### src/rtl/tsl_pkg.sv
// Package for the token splitter with line comments.
// Holds character constants, the character class functions and the result type.
// Used by token_splitter_line_comments and the testbench; depends on nothing else.
package tsl_pkg;

   // Character codes that steer the scanner.
   localparam logic [7:0] SlashChar = 8'h2F;
   localparam logic [7:0] SpaceChar = 8'h20;
   localparam logic [7:0] EqualChar = 8'h3D;
   localparam logic [7:0] TabChar   = 8'h09;
   localparam logic [7:0] CrChar    = 8'h0D;
   localparam logic [7:0] LfChar    = 8'h0A;
   localparam logic [7:0] CommaChar = 8'h2C;
   localparam logic [7:0] SemiChar  = 8'h3B;
   localparam logic [7:0] QuoteChar = 8'h22;

   // Entries in the result queue behind the scanner.
   localparam int QueueDepth = 4;

   // One result: a token character and its end-of-token mark.
   typedef struct packed {
      logic [7:0] token_char;
      logic       token_last;
   } token_result_type;

   // True for a byte that separates tokens.
   function automatic logic is_separator(input logic [7:0] c);
      return (c == SpaceChar) || (c == EqualChar) || (c == TabChar) ||
             (c == CrChar) || (c == LfChar) || (c == CommaChar) ||
             (c == SemiChar) || (c == QuoteChar);
   endfunction

   // True for a byte that ends a line comment.
   function automatic logic is_line_end(input logic [7:0] c);
      return (c == CrChar) || (c == LfChar);
   endfunction

endpackage

### src/rtl/token_splitter_line_comments.sv
// Top level of the token splitter with line comments.
// Holds the scanner state, its next-state logic and the result queue.
// Depends on tsl_pkg.
//
// Usage:
//   The request channel (req_valid, req_stall, req_in_byte, req_final_byte)
//   takes one byte of a text buffer per transfer; req_final_byte marks the
//   last byte of the buffer and flushes what is held, but a third result waits.
//   The response channel (rsp_valid, rsp_stall, rsp_token_char,
//   rsp_token_last) delivers one token character per transfer, with
//   rsp_token_last high on the character that ends its token.
//   Throughput: one byte per cycle while req_stall is low. A byte causes
//   zero, one or two results; the response side moves one result per cycle
//   unless rsp_stall is high, and so sets the sustained rate when bytes cause
//   two results. Results are queued on transfer and offered in order.
//   A four-entry result queue decouples the channels; req_stall is high while
//   it holds more than two entries, so a stalled receiver backs up into the
//   request side once three or four results are pending.
//   Reset (synchronous, active high) empties the queue and puts the scanner
//   between tokens with nothing held.
module token_splitter_line_comments
   import tsl_pkg::*;
(
   input  logic       clock,
   input  logic       reset,
   input  logic       req_valid,
   output logic       req_stall,
   input  logic [7:0] req_in_byte,
   input  logic       req_final_byte,
   output logic       rsp_valid,
   input  logic       rsp_stall,
   output logic [7:0] rsp_token_char,
   output logic       rsp_token_last
);

   localparam int PtrWidth = $clog2(QueueDepth);
   localparam int CntWidth = $clog2(QueueDepth + 1);
   localparam logic [CntWidth-1:0] StallLevel = CntWidth'(QueueDepth - 2);

   typedef enum logic [1:0] {
      MODE_BETWEEN = 2'd0,
      MODE_TOKEN   = 2'd1,
      MODE_COMMENT = 2'd2,
      MODE_FLUSH   = 2'd3
   } scan_mode_type;

   // Scanner state.
   scan_mode_type scan_mode_ff, scan_mode_in;
   logic          slash_pending_ff, slash_pending_in;
   logic          held_valid_ff, held_valid_in;
   logic [7:0]    held_char_ff, held_char_in;

   // Result queue.
   token_result_type           queue_mem [QueueDepth];
   logic [PtrWidth-1:0]        wr_ptr_ff, wr_ptr_in;
   logic [PtrWidth-1:0]        rd_ptr_ff, rd_ptr_in;
   logic [CntWidth-1:0]        count_ff, count_in;

   logic             req_accept;
   logic             rsp_accept;
   logic [1:0]       res_count;
   token_result_type res [2];
   logic             flush_due;

   assign req_stall  = (count_ff > StallLevel);
   assign req_accept = req_valid && !req_stall;
   assign rsp_valid  = (count_ff != '0);
   assign rsp_accept = rsp_valid && !rsp_stall;
   assign rsp_token_char = queue_mem[rd_ptr_ff].token_char;
   assign rsp_token_last = queue_mem[rd_ptr_ff].token_last;

   // Scanner step for one byte: next state and up to two results.
   always_comb begin
      scan_mode_in     = scan_mode_ff;
      slash_pending_in = slash_pending_ff;
      held_valid_in    = held_valid_ff;
      held_char_in     = held_char_ff;
      res_count        = 2'd0;
      res[0]           = '0;
      res[1]           = '0;
      flush_due        = 1'b0;

      // A character owed from the previous final byte goes out first.
      if (scan_mode_in == MODE_FLUSH) begin
         res[res_count[0]] = '{token_char: held_char_in, token_last: 1'b1};
         res_count         = res_count + 2'd1;
         held_valid_in     = 1'b0;
         slash_pending_in  = 1'b0;
         scan_mode_in      = MODE_BETWEEN;
      end

      if (scan_mode_in == MODE_COMMENT) begin
         // Inside a comment only a line end matters.
         held_valid_in    = 1'b0;
         slash_pending_in = 1'b0;
         if (is_line_end(req_in_byte)) begin
            scan_mode_in = MODE_BETWEEN;
         end
      end else if (slash_pending_in) begin
         // The byte after a slash decides what the slash was.
         slash_pending_in = 1'b0;
         if (req_in_byte == SlashChar) begin
            if (held_valid_in) begin
               res[res_count[0]] = '{token_char: held_char_in, token_last: 1'b1};
               res_count         = res_count + 2'd1;
            end
            held_valid_in = 1'b0;
            scan_mode_in  = MODE_COMMENT;
         end else if (is_separator(req_in_byte)) begin
            if (held_valid_in) begin
               res[res_count[0]] = '{token_char: held_char_in, token_last: 1'b0};
               res_count         = res_count + 2'd1;
            end
            res[res_count[0]] = '{token_char: SlashChar, token_last: 1'b1};
            res_count         = res_count + 2'd1;
            held_valid_in     = 1'b0;
            scan_mode_in      = MODE_BETWEEN;
         end else begin
            if (held_valid_in) begin
               res[res_count[0]] = '{token_char: held_char_in, token_last: 1'b0};
               res_count         = res_count + 2'd1;
            end
            res[res_count[0]] = '{token_char: SlashChar, token_last: 1'b0};
            res_count         = res_count + 2'd1;
            held_char_in      = req_in_byte;
            held_valid_in     = 1'b1;
            scan_mode_in      = MODE_TOKEN;
         end
      end else begin
         // Plain scanning between or inside tokens.
         if (req_in_byte == SlashChar) begin
            slash_pending_in = 1'b1;
         end else if (is_separator(req_in_byte)) begin
            if (held_valid_in) begin
               res[res_count[0]] = '{token_char: held_char_in, token_last: 1'b1};
               res_count         = res_count + 2'd1;
            end
            held_valid_in = 1'b0;
            scan_mode_in  = MODE_BETWEEN;
         end else begin
            if (held_valid_in) begin
               res[res_count[0]] = '{token_char: held_char_in, token_last: 1'b0};
               res_count         = res_count + 2'd1;
            end
            held_char_in  = req_in_byte;
            held_valid_in = 1'b1;
            scan_mode_in  = MODE_TOKEN;
         end
      end

      // The final byte flushes what is held; a third owed character waits.
      if (req_final_byte) begin
         if (slash_pending_in) begin
            if (held_valid_in) begin
               res[res_count[0]] = '{token_char: held_char_in, token_last: 1'b0};
               res_count         = res_count + 2'd1;
            end
            res[res_count[0]] = '{token_char: SlashChar, token_last: 1'b1};
            res_count         = res_count + 2'd1;
         end else if (held_valid_in) begin
            if (res_count < 2'd2) begin
               res[res_count[0]] = '{token_char: held_char_in, token_last: 1'b1};
               res_count         = res_count + 2'd1;
            end else begin
               flush_due = 1'b1;
            end
         end
         slash_pending_in = 1'b0;
         if (flush_due) begin
            scan_mode_in = MODE_FLUSH;
         end else begin
            held_valid_in = 1'b0;
            scan_mode_in  = MODE_BETWEEN;
         end
      end
   end

   // Queue pointer and fill level updates.
   always_comb begin
      wr_ptr_in = wr_ptr_ff;
      rd_ptr_in = rd_ptr_ff;
      count_in  = count_ff;
      if (req_accept) begin
         wr_ptr_in = wr_ptr_ff + PtrWidth'(res_count);
         count_in  = count_in + CntWidth'(res_count);
      end
      if (rsp_accept) begin
         rd_ptr_in = rd_ptr_ff + PtrWidth'(1);
         count_in  = count_in - CntWidth'(1);
      end
   end

   // Control and scanner state registers.
   always_ff @(posedge clock) begin
      if (reset) begin
         scan_mode_ff     <= MODE_BETWEEN;
         slash_pending_ff <= 1'b0;
         held_valid_ff    <= 1'b0;
         held_char_ff     <= 8'h00;
         wr_ptr_ff        <= '0;
         rd_ptr_ff        <= '0;
         count_ff         <= '0;
      end else begin
         if (req_accept) begin
            scan_mode_ff     <= scan_mode_in;
            slash_pending_ff <= slash_pending_in;
            held_valid_ff    <= held_valid_in;
            held_char_ff     <= held_char_in;
         end
         wr_ptr_ff <= wr_ptr_in;
         rd_ptr_ff <= rd_ptr_in;
         count_ff  <= count_in;
      end
   end

   // Queue storage: up to two results written per transfer.
   always_ff @(posedge clock) begin
      if (req_accept) begin
         if (res_count != 2'd0) begin
            queue_mem[wr_ptr_ff] <= res[0];
         end
         if (res_count == 2'd2) begin
            queue_mem[wr_ptr_ff + PtrWidth'(1)] <= res[1];
         end
      end
   end

   // The queue never overflows.
   a_count_bound: assert property (@(posedge clock) disable iff (reset)
      count_ff <= CntWidth'(QueueDepth))
      else $error("result queue overflow");

   // A transfer is only taken when two entries are free.
   a_room_on_accept: assert property (@(posedge clock) disable iff (reset)
      req_accept |-> (count_ff <= StallLevel))
      else $error("byte taken without room for two results");

   // After a final byte no slash is left pending.
   a_final_clears_slash: assert property (@(posedge clock) disable iff (reset)
      (req_accept && req_final_byte) |=> !slash_pending_ff)
      else $error("slash pending after final byte");

   // A flush due always has a held character behind it.
   a_flush_has_char: assert property (@(posedge clock) disable iff (reset)
      (scan_mode_ff == MODE_FLUSH) |-> held_valid_ff)
      else $error("flush due without held character");

endmodule

### config.mk
export PLATFORM = sky130hd
export DESIGN_NAME = token_splitter_line_comments
export DESIGN_NICKNAME = d
export VERILOG_FILES = /design/src/rtl/tsl_pkg.sv /design/src/rtl/token_splitter_line_comments.sv
export SDC_FILE = /design/constraint.sdc
export NUM_CORES = 1
export LEC_CHECK = 0
export BUFFER_PORTS_ARGS = -buffer_cell sky130_fd_sc_hd__buf_2
export CAP_MARGIN = 0
export CORE_ASPECT_RATIO = 0.6
export CORE_MARGIN = 2
export CORE_UTILIZATION = 33
export CTS_CLUSTER_SIZE = 28
export DETAILED_ROUTE_END_ITERATION = 12
export PLACE_DENSITY = 0.58
export SLEW_MARGIN = 10
export SYNTH_ARGS = -nofsm -noshare
export SYNTH_HDL_FRONTEND = slang
export SYNTH_SLANG_ARGS = --single-unit
### constraint.sdc
create_clock -name clock -period 5.8 [get_ports clock]
set_clock_uncertainty 0.1 [all_clocks]
set_input_delay 0.87 -clock clock [delete_from_list [all_inputs] [get_ports clock]]
set_output_delay 0.87 -clock clock [all_outputs]
set_load 0.005 [all_outputs]
After elaboration in Yosys (flattened, before gate mapping)
Memory sizes are Yosys's and may differ from the RTL's. A register that Yosys moved wholly into a read port is not among the register bits.
Cells that the tools add are included.
{ "classes": {"n_addsub": 10, "order_cmp": 12, "eq_ne": 12, "muxes": 99, "bitwise": 14, "reduce_logical": 19} }
{ "ops": {"columns": ["operator", "n"], "rows": [
  ["2-to-1 mux 18 bit", 23],
  ["bitwise mux 18 bit", 4],
  ["2-to-1 mux 2 bit", 31],
  ["2-to-1 mux 9 bit", 6],
  ["equality test 8 x 6 -> 1 bit (second input constant)", 6],
  ["demux 9 bit (select 1 bit)", 5],
  ["2-to-1 mux 1 bit", 25],
  ["equality test 8 x 4 -> 1 bit (second input constant)", 3],
  ["2-to-1 mux 8 bit", 3],
  ["OR 12 bit", 2],
  ["adder 2 x 1 -> 2 bit (second input constant)", 7],
  ["AND 6 bit", 2],
  ["inverter 6 bit", 2],
  ["greater-or-equal comparator 2 bit (second input constant)", 5],
  ["less-than comparator 2 x 1 -> 1 bit (second input constant)", 5],
  ["inverter 1 -> 2 bit", 5],
  ["OR 10 bit", 1],
  ["AND 8 bit", 1],
  ["logical OR 1 bit", 8],
  ["inverter 8 bit", 1],
  ["logical AND 1 bit", 7],
  ["equality test 2 bit (second input constant)", 3],
  ["2-to-1 mux 3 bit", 2],
  ["adder 3 x 2 -> 3 bit", 1],
  ["other kinds (7)", 8]
]} }
{ "totals": {"reg_bits": 19, "mem_bits_rw": 36, "elab_cells": 174, "memories": 1} }
{ "memory_table": {"columns": ["name", "depth", "width", "read_ports", "rd_clocked_by_memory_dff", "write_ports", "line_no", "rtl"], "rows": [
  ["queue_mem", 4, 9, 1, 1, 2, "token_splitter_line_comments.sv:54", "token_result_type queue_mem [QueueDepth];"]
]} }

Longest topological paths before layout
{ "depth": {"ltp_word": 30, "ltp_mapped": 18, "ltp_nobuf": 16} }

Worst setup path before layout
No wires, ideal clock.
{ "synth_path": {"path_kind": "in2reg", "start": "input port req_in_byte[4]", "end": "register count_ff[1]", "arrival_ns": 4.211, "required_time_ns": 5.635, "setup_slack_ns": 1.424, "stages": 17, "path_cell_list": "buf_2 nand4b_1 o21ai_2 or2_2 a21oi_1 nor2_1 ha_1 nor3_1 or4_1 o31a_1 and2_1 buf_2 fa_1 mux2i_1 ha_1 mux2_2 nor2_1"} }
{ "synth_via": {"elab_chain_cells": 23, "word_cells_on_any_way": 43, "cone_classes": "4 x add/sub; 1 x order compare; 9 x eq/ne; 22 x mux; 7 x reduce/logical"} }
{ "synth_lines": {"columns": ["item", "line_no", "rtl"], "rows": [
  ["from (decl)", "token_splitter_line_comments.sv:28", "input logic [7:0] req_in_byte,"],
  ["equality test 8 x 6 -> 1 bit", "tsl_pkg.sv:28", "return (c == SpaceChar) || (c == EqualChar) || (c == TabChar) ||"],
  ["logical OR 1 bit (3 in a row)", "tsl_pkg.sv:28", null],
  ["logical OR 1 bit (3 in a row)", "tsl_pkg.sv:29", "(c == CrChar) || (c == LfChar) || (c == CommaChar) ||"],
  ["logical OR 1 bit", "tsl_pkg.sv:30", "(c == SemiChar) || (c == QuoteChar);"],
  ["2-to-1 mux 2 bit", "token_splitter_line_comments.sv:109", "end else if (is_separator(req_in_byte)) begin"],
  ["2-to-1 mux 2 bit", "token_splitter_line_comments.sv:102", "if (req_in_byte == SlashChar) begin"],
  ["2-to-1 mux 2 bit", "token_splitter_line_comments.sv:99", "end else if (slash_pending_in) begin"],
  ["2-to-1 mux 2 bit", "token_splitter_line_comments.sv:92", "if (scan_mode_in == MODE_COMMENT) begin"],
  ["[... 3 more ...]", null, null],
  ["2-to-1 mux 2 bit", "token_splitter_line_comments.sv:152", "if (req_final_byte) begin"],
  ["adder 2 x 1 -> 2 bit", "token_splitter_line_comments.sv:159", "res_count = res_count + 2'd1;"],
  ["2-to-1 mux 2 bit", "token_splitter_line_comments.sv:153", "if (slash_pending_in) begin"],
  ["2-to-1 mux 2 bit (*)", "token_splitter_line_comments.sv:152", null],
  ["adder 3 x 2 -> 3 bit (*)", "token_splitter_line_comments.sv:185", "count_in = count_in + CntWidth'(res_count);"],
  ["2-to-1 mux 3 bit (*)", "token_splitter_line_comments.sv:183", "if (req_accept) begin"],
  ["subtractor 3 x 1 -> 3 bit", "token_splitter_line_comments.sv:189", "count_in = count_in - CntWidth'(1);"],
  ["2-to-1 mux 3 bit (*)", "token_splitter_line_comments.sv:187", "if (rsp_accept) begin"],
  ["to (signal assigned)", "token_splitter_line_comments.sv:212", "count_ff <= count_in;"],
  ["to (decl)", "token_splitter_line_comments.sv:57", "logic [CntWidth-1:0] count_ff, count_in;"]
]} }
Every way passes the cells marked *; elsewhere a longest branch is shown, timed or not. The select of a mux whose other input is x is not followed.
A chain may end at the register's enable or synchronous reset.

Final worst setup path
{ "layout_path": {"start": "input port req_in_byte[7]", "end": "register count_ff[1]"} }
The elaborated chain is that of the path after synthesis.

==> summary.txt <==
Yosys
  • Number of synthesized flops with an enable pin: 36
  • Cell types occupying the most area after synthesis: sky130_fd_sc_hd__edfxtp_1 29%, sky130_fd_sc_hd__mux2i_1 12%, sky130_fd_sc_hd__dfxtp_1 11%
  • Cell taking the most area after synthesis: sky130_fd_sc_hd__edfxtp_1
  • Net count of the mapped netlist: 369
  • Number of library cell types mapped by synthesis: 66
  • Post-synth top area share: 29.4%
  • Sequential-to-total area share from yosys stat: 40.9%
  • Most used DFF post-synth: sky130_fd_sc_hd__edfxtp_1
  • Flops & latches, synth: 57
  • Synth Warn #: 0
  • Synth Area per Inst: 10.5 um^2
  • Async set-or-reset flop fraction in the synthesized netlist: 0%
  • Cell area after technology mapping: 3670 um^2
  • Synthesized instance count: 351

Hold path
  • Worst hold-check path type: reg2reg
  • Launch instance of the worst min-delay path: held_char_ff[4]$_SDFFE_PP0P_
  • Count of cells along the worst hold path: 2
  • Hold Crit Endpoint: held_char_ff[4]$_SDFFE_PP0P_

Worst setup path
  • Peak fanout along the critical path: 7
  • Startpoint type of the worst setup path: primary input
  • Reg-to-Reg End: count_ff[1]$_SDFF_PP0_
  • Beginning of the worst register-to-register path: slash_pending_ff$_SDFFE_PP0P_
  • Category of the worst setup path capture point: register
  • Critical path required time: 5.96 ns
  • Setup slack of the most critical reg-to-reg path: 1.38 ns
  • Data arrival time of the critical path: 4.67 ns
  • Critical path start-end classification: in2reg
  • Count of cells along the worst register-to-register path: 13

Clock tree
  • Quantity of hold-fixing buffers added after cts: 0
  • Clock input transition at the sequential cells of the worst setup and hold paths: 0.05 ns
  • Number of resized instances in the post-cts repair step: 0
  • Clk sinks: 57
  • CTS tree: done
  • H-tree depth: 3
  • Clock latency at the later pin of the worst-skew pair: 0.34 ns
  • Clock root cell: sky130_fd_sc_hd__clkbuf_16
  • Cts bufs inserted: 9
  • Setup repair bufs after CTS: 0
  • Largest buffer count on any clock path: 2

Global routing
  • Maximum number of pins on one net before global-route repair: 27
  • Total global routing overflow: 0
  • Global routing usage summed across all routing layers: 17.8%
  • Initial antenna violation count: 0
  • Wire length of the first global-routing pass: 16200 um
  • Vias in the first global route: 2808

Timing
  • RSZ-0062 raised after global routing: no
  • Number of endpoints failing setup at the final stage: 0
  • Highest attainable clock frequency: 222 MHz
  • Minimum clock period after layout: 4.51 ns
  • Total negative slack: 0 ns
  • Hold violation total from the final report: 0
  • Final worst-path cycle share: 77.8%
  • Actual slew at the worst max-slew pin: 0.684 ns
  • Total count of max-transition violations in the final report: 0
  • Relative slew margins: 54.3%

Run
  • MaxCap Viol Count: 0

Finish
  • Growth of design area from synthesis to finish: 14.8%
  • Final #Nets: 389
  • Commonest non-fill, non-tap cells in the layout: 44 x sky130_fd_sc_hd__mux2i_1, 36 x sky130_fd_sc_hd__edfxtp_1, 31 x sky130_fd_sc_hd__nor2_1
  • Number of antenna cells inserted: 0
  • Most common cell after layout, fill and taps aside: sky130_fd_sc_hd__mux2i_1
  • Final cell utilization of the core: 39.4%
  • Share of post-route cells with drive strength above 1: 19.9%

Routing
  • First drt pass iteration count: 8
  • Routed vias: 2998
  • Wire length on met2: 3920 um
  • Drt initial violations: 349
  • Routed vias/inst: 5.82
  • Highest metal layer used by the detailed router: met4
  • Final routed DRC violation total: 0
  • Average detailed-routed wire length per instance: 19.5 um
  • Routed length on met1: 5250 um
  • Antenna-violating nets left: 0
  • Total length of routed wires: 10100 um
  • Detail Route met3 WL: 823 um

Power
  • Power density relative to cell area: 376 nW/um^2
  • Maximum vdd ir drop: 0.155 mV
  • Leakage power of the design: 1.52 nW

Placed design
  • Placer Congestion: 0.908
  • Number of port buffers: 23
  • Placed wire-length estimate after detailed placement: 7230 um

Die
  • Effective utilization at floorplan: 34.3%
  • Number of rows in the core area: 29
  • Die width: 140 um
  • Standard cell core area: 10700 um^2
  • Height of the die: 85.7 um
  • Number of top-level design ports: 24
  • Area enclosed by the die boundary: 12000 um^2

Run status
  • Status: finished, final reports clean
## Yosys cell counts (6+ instances only)
cell type                  instances
sky130_fd_sc_hd__mux2i_1          44
sky130_fd_sc_hd__edfxtp_1         36
sky130_fd_sc_hd__nor2_1           31
sky130_fd_sc_hd__nand2_1          24
sky130_fd_sc_hd__dfxtp_1          21
sky130_fd_sc_hd__a21oi_1          18
sky130_fd_sc_hd__nand3_1          14
sky130_fd_sc_hd__nor3_1           13
sky130_fd_sc_hd__clkbuf_1         12
sky130_fd_sc_hd__buf_2             9
sky130_fd_sc_hd__mux4_2            9
sky130_fd_sc_hd__mux2_1            8
sky130_fd_sc_hd__nor3b_1           7
sky130_fd_sc_hd__o21ai_0           6
## registers in the layout, summed over array words and instances (netlist names), named ones only
| register | flops |
|---|---|
| count_ff | 3 |
| held_char_ff | 8 |
| held_valid_ff | 1 |
| queue_mem | 36 |
| rd_ptr_ff | 2 |
| scan_mode_ff | 2 |
| slash_pending_ff | 1 |
| wr_ptr_ff | 2 |
## cell type report
type / instances / area [um^2]
well taps: 139 / 174
repair buffers: 36 / 213
multi-input cells: 263 / 2030
clock buffers: 9 / 225
flip-flops and latches: 57 / 1500
fillers: 1063 / 6490
inverters: 4 / 15.0
clock inverters: 7 / 61.3
## worst max-delay path by stage
| stage | depth (start not counted) | from | endpoint |
|---|---|---|---|
| final | 16 | req_in_byte[7] | count_ff[1]$_SDFF_PP0_ |
| after floorplan | 17 | req_in_byte[4] | count_ff[1]$_SDFF_PP0_ |
| after global routing | 16 | req_in_byte[7] | count_ff[1]$_SDFF_PP0_ |
| after CTS | 16 | req_in_byte[7] | count_ff[1]$_SDFF_PP0_ |
| after global placement | 16 | req_in_byte[7] | count_ff[1]$_SDFF_PP0_ |
| after detailed placement | 16 | req_in_byte[7] | count_ff[1]$_SDFF_PP0_ |
## worst max-delay path, stage by stage
cell and delay (ns):
sky130_fd_sc_hd__buf_2 0.14, sky130_fd_sc_hd__nand4bb_1 0.33, sky130_fd_sc_hd__o21ai_2 0.36, sky130_fd_sc_hd__nand3_1 0.12
sky130_fd_sc_hd__a21oi_1 0.17, sky130_fd_sc_hd__nor2_1 0.06, sky130_fd_sc_hd__ha_1 0.35, sky130_fd_sc_hd__nor3_1 0.07
sky130_fd_sc_hd__or4_1 0.54, sky130_fd_sc_hd__o31a_1 0.13, sky130_fd_sc_hd__and2_1 0.23, sky130_fd_sc_hd__fa_1 0.48
sky130_fd_sc_hd__mux2i_1 0.21, sky130_fd_sc_hd__ha_1 0.26, sky130_fd_sc_hd__mux2_2 0.26, sky130_fd_sc_hd__nor2_1 0.09
## report_power, final
group          switching [mW]  leakage, nW  internal, mW
sequential             0.0553        0.507         0.513
clock                   0.189        0.142         0.327
combinational           0.271        0.871         0.231
total                   0.515         1.52          1.07
## cell families after synthesis
| family | after synthesis | synth area share (%) |
|---|---|---|
| and+or+nand+nor | 123 | 18.0 |
| AOI/OAI and AO/OA | 68 | 13.6 |
| muxes | 63 | 20.6 |
| DFF | 57 | 40.9 |
| buffers and inverters | 31 | 4.12 |
| adders and majority gates | 5 | 1.91 |
| xor gates and xnor gates | 4 | 0.954 |
## routing by layer
| layer | vias to the layer above | global-route usage [%] |
|---|---|---|
| met2 | 118 | 23.1 |
| met3 | 8 | 5.36 |
| met4 | 0 | 5.79 |
| met1 | 1486 | 27.6 |
| met5 | - | 0 |
| li1 | 1386 | - |
## metrics by stage
| stage | hold slack [ns] | worst slack (ns) | cell area [um^2] | instances | power [mW] |
|---|---|---|---|---|---|
| after floorplan | 0.361 | 1.42 | 3670 | 351 | 0.918 |
| after global placement | 0.389 | 1.21 | 3930 | 499 | 1.07 |
| after detailed placement | 0.405 | 1.01 | 3930 | 499 | 1.07 |
| after CTS | 0.418 | 1.34 | 4220 | 515 | 1.59 |
| after global routing | 0.459 | 1.02 | 4220 | 515 | 1.68 |
| final | 0.415 | 1.29 | 4220 | 515 | 1.59 |
(Power assumes the default switching activity.)
